$ cat src/pbl_pkg.sv
// Shared constants and types for the partition box lookup block.
package pbl_pkg;

	// Fixed field widths of the item ports
	localparam int SLOT_BITS     = 10;
	localparam int STATUS_BITS   = 2;
	// Wide enough to hold any slot number or table depth up to 65536
	localparam int SLOT_EXT_BITS = 17;

	// Item kinds
	localparam logic MODE_LOAD  = 1'b0;
	localparam logic MODE_QUERY = 1'b1;

	// Query answers
	typedef logic [STATUS_BITS-1:0] status_t;
	localparam status_t STATUS_CONTAINED = 2'd0;
	localparam status_t STATUS_BOUNDARY  = 2'd1;
	localparam status_t STATUS_OUTSIDE   = 2'd2;

	// Verdict of one rectangle-versus-box comparison
	typedef struct packed {
		logic contains;
		logic intersects;
	} cmp_res_t;

	// Table write port
	typedef struct packed {
		logic en;
		logic valid_mark;
	} tbl_wr_ctl_t;

endpackage

$ cat src/pbl_box_cmp.sv
// Shared compare unit: containment and closed-edge overlap of two rectangles.
module pbl_box_cmp #(
	parameter int COORD_BITS = 32
) (
	input  logic signed [COORD_BITS-1:0] ent_x_lo,
	input  logic signed [COORD_BITS-1:0] ent_y_lo,
	input  logic signed [COORD_BITS-1:0] ent_x_hi,
	input  logic signed [COORD_BITS-1:0] ent_y_hi,
	input  logic signed [COORD_BITS-1:0] box_x_lo,
	input  logic signed [COORD_BITS-1:0] box_y_lo,
	input  logic signed [COORD_BITS-1:0] box_x_hi,
	input  logic signed [COORD_BITS-1:0] box_y_hi,
	output pbl_pkg::cmp_res_t            res
);
	import pbl_pkg::*;

	// Box lies fully inside the entry, edges included
	assign res.contains = (box_x_lo >= ent_x_lo) && (box_x_hi <= ent_x_hi) &&
		(box_y_lo >= ent_y_lo) && (box_y_hi <= ent_y_hi);

	// Box and entry share at least one point
	assign res.intersects = !((box_x_lo > ent_x_hi) || (box_x_hi < ent_x_lo) ||
		(box_y_lo > ent_y_hi) || (box_y_hi < ent_y_lo));

endmodule

$ cat config.mk
export PLATFORM = sky130hd
export DESIGN_NAME = pbl_box_cmp
export DESIGN_NICKNAME = d
export VERILOG_FILES = /design/src/pbl_pkg.sv /design/src/pbl_box_cmp.sv
export SDC_FILE = /design/constraint.sdc
export NUM_CORES = 1
export LEC_CHECK = 0
export BUFFER_PORTS_ARGS = -buffer_cell sky130_fd_sc_hd__buf_2
export CAP_MARGIN = 10
export CELL_PAD_IN_SITES_DETAIL_PLACEMENT = 0
export CELL_PAD_IN_SITES_GLOBAL_PLACEMENT = 1
export CORE_MARGIN = 2
export CORE_UTILIZATION = 35
export DETAILED_ROUTE_END_ITERATION = 6
export PLACE_DENSITY = 0.94
export SLEW_MARGIN = 20
export SYNTH_ARGS = -nofsm -noshare
export SYNTH_HDL_FRONTEND = slang
export SYNTH_SLANG_ARGS = --single-unit
$ cat constraint.sdc
create_clock -name vclk -period 3.5
set_clock_uncertainty 0.05 [all_clocks]
set_input_delay 0.525 -clock vclk [all_inputs]
set_output_delay 0.525 -clock vclk [all_outputs]
set_load 0.02 [all_outputs]
### Word level (Yosys, flattened, before mapping)

Index checks and enable logic that the tools add are counted.
Widths: inputs -> output; s select.

| storage, ports and cells | value |
|---|---|
| register bits after elaboration | 0 |
| input bits | 256 |
| logic and storage cells | 15 |

| cells by class | value |
|---|---|
| $lt $le $gt $ge | 8 |
| reductions and logical operators | 7 |

Operators by type and width:

| operator | count |
|---|---|
| $ge 32x32->1 | 2 |
| $gt 32x32->1 | 2 |
| $le 32x32->1 | 2 |
| $lt 32x32->1 | 2 |
| $logic_and 1x1->1 | 3 |
| $logic_or 1x1->1 | 3 |
| $logic_not 1->1 | 1 |

### Depth between registers and ports, before layout

| depth | value |
|---|---|
| word-level depth | 5 |
| mapped depth | 9 |
| gate-level depth less buffers | 9 |

### Least setup slack after synthesis

Ideal clock, no wire load.

| timing path | value |
|---|---|
| path type | in2out |
| start | in ent_y_lo[13] |
| end | out res[1] (netlist name) |
| arrival | 2595 ps |
| slack | 330 ps |
| stages | 9 |
| path buffers | 0 |
| path through | inv_1 -> ha_1 -> a21o_1 -> a21o_1 -> a221o_1 -> a211o_1 -> a211oi_2 -> mux2i_1 -> nor4b_2 |

RTL lines:

| item | RTL line | source |
|---|---|---|
| start: declaration | pbl_box_cmp.sv:6 | `input logic signed [COORD_BITS-1:0] ent_y_lo,` |
| end: declaration | pbl_box_cmp.sv:13 | `output pbl_pkg::cmp_res_t res` |

==> reports/results.ini <==
[setup_path]
cp_top_family = simple AND/OR/NAND/NOR gates
cpMostUsedCell = o21ai_0
crit_type = input pin to output port
crit_path_max_incr_delay_ns = 0.42
critPathLaunchType = input pin
arrival_ns = 2.79
cp.buffers_inverters = 3
crit_path_end_kind = output port
slowest_stage = or3_4
critical_path_required_ns = 2.92
critical_path.max_fanout = 3
crit_chain = buf_2, inv_1, ha_1, nand4_1, or2_2, or3_4, or3_1, o21ai_0, o21ai_0, nor4b_2, buf_4

[route]
vias = 6486
post_drt_wl_per_cell_um = 15.7
drc = 0
drt_iter0_drc = 212
wl_um = 19500
dr.pass1.iters = 5
via_per_inst = 5.21
ant_nets = 0

[power]
clkPwrFrac_pct = 0
power_uw = 860
switching_share_pct = 53.7
ir_worst_vdd_uv = 49.0
p_comb_share_pct = 100.0
p_leak_uw = 0.00457
powerDensity_nw_per_um2 = 114
internal_power_uw = 398
power.switching_uw = 462
seq_power_share_pct = 0

[sta]
setup_tns_ns = 0
finalHoldViolCount = 0
rsz0062_at_grt = false
relSlewSlack_pct = 54.4
slew_viol_final = 0
hold_ws_ns = 1.61
worst_slew_pin_slew_ns = 0.667
fin_crit_ns = 3.36
setup-violations-final = 0
clock.fmax_ghz = 0.297
period_share_pct = 96.1

[global_route]
grt_pass1_wl_um = 30800
antenna_found_initial = 0
track_usage_pct = 20.8
grt_overflow = 0
grt_pass1_vias = 6534
grt_max_degree = 5

[clocking]
cts_resized = 0
cts_setup_buffers = 0
holdBufCountCts = 0

[worst_hold_path]
min_from = box_y_hi[31]
min_to = res[0]
hold_class = input pin to output port
hold_depth = 5

[final_layout]
diodes = 0
nNetsFinal = 1537
syn_to_final_growth_pct = 27.4
nClkBuffers = 0
fin_cells = 1245
final_cell_mix = buf_2 (257), ha_1 (254), inv_1 (140)
n_fill_cell = 1694
seq_cells = 0
multiInputGateArea_um2 = 5450
drive_gt1_share_pct = 26.3
layout.cells.most_common = buf_2
seq_area_um2 = 0

[die]
die-width_um = 134
dieArea_um2 = 18000
core_region_area_um2 = 16600
rows = 47
io_pins = 258
die_h_um = 134
initial_core_util_pct = 35.7

[flow_run]
max_cap_violations = 0

[outcome]
outcome = finished, final reports clean

[logic_synthesis]
yosysWarnings = 0
syn_nets = 1275
seq_area_frac_synth_pct = 0
avgSynthCellArea_um2 = 7.75
ys_types = 41
netlist_area_um2 = 5930
synthCells = 765

[placed_design]
place_inst = 1245
port_buffers = 258
gp_congestion = 0.930
dpl.hpwl_um = 18500

-- through the flow --
stage | instance area [um^2] | utilization (%) | setup WS [ns]
CTS | 7510 | 45.3 | 0.00133
floorplan | 5930 | - | 0.330
global route | 7550 | 45.6 | 0.00168
finish | 7550 | 45.6 | 0.138
detailed placement | 7510 | 45.3 | 0.0395
global placement | 7510 | 45.3 | 0.0707
-- cell families after synthesis --
group / after synthesis / synth area share (%)
fa+ha+maj: 254 / 53.6
buf+inv: 140 / 8.86
compound gates: 206 / 22.3
simple gates: 160 / 14.4
mux: 5 / 0.844
-- routing by layer --
metal	global-route usage, %	up-vias	wire length, um
met1	24.9	2858	8380
met2	40.1	217	9500
li1	-	3391	-
met4	3.63	0	322
met5	0	-	0
met3	2.49	20	1280
-- cell usage after synthesis, drive strengths merged (2+ instances only) --
cell type  count  share of area (%)
ha           254                 54
inv          140                8.9
a21oi         81                6.8
nand4         46                4.9
a21o          40                5.1
nand2         38                2.4
o21ai         25                2.1
nand3         21                1.8
nor2          16                1.0
a211oi        13                1.7
nor3          11               0.93
o211ai        10                1.3
a2111oi        6               0.89
and4           6               0.89
nor4           6               0.63
mux2i          5               0.84
nor2b          5               0.53
a21boi         4               0.51
a221o          4               0.68
a221oi         4               0.59
o21a           4               0.51
and2           3               0.32
a211o          2               0.30
o221ai         2               0.30
o311ai         2               0.30
o31ai          2               0.25
o41ai          2               0.30
or3            2               0.21
-- power groups by stage --
stage | Combinational [uW] | Clock [uW] | Sequential, uW
after floorplan | 507 | 0 | 0
after global placement | 837 | 0 | 0
after detailed placement | 852 | 0 | 0
after CTS | 858 | 0 | 0
after global routing | 991 | 0 | 0
final | 860 | 0 | 0
-- worst max path at each step --
stage / start / end / slack [ns] / depth (start not counted)
after floorplan: ent_y_lo[13] / res[1] / 0.33 / 9
after global placement: ent_y_lo[9] / res[0] / 0.07 / 11
after detailed placement: ent_y_lo[9] / res[0] / 0.04 / 11
after CTS: ent_y_lo[9] / res[0] / 0.001 / 11
after global routing: ent_y_hi[31] / res[0] / 0.002 / 11
final: ent_y_hi[28] / res[1] / 0.14 / 11
-- layout make-up --
type	count	share of cell area, %
Inverter	140	6.96
Tap cell	220	3.64
Timing Repair Buffer	260	17.3
Multi-Input combinational cell	625	72.1
Note: power is estimated with default switching activity, not from simulation.
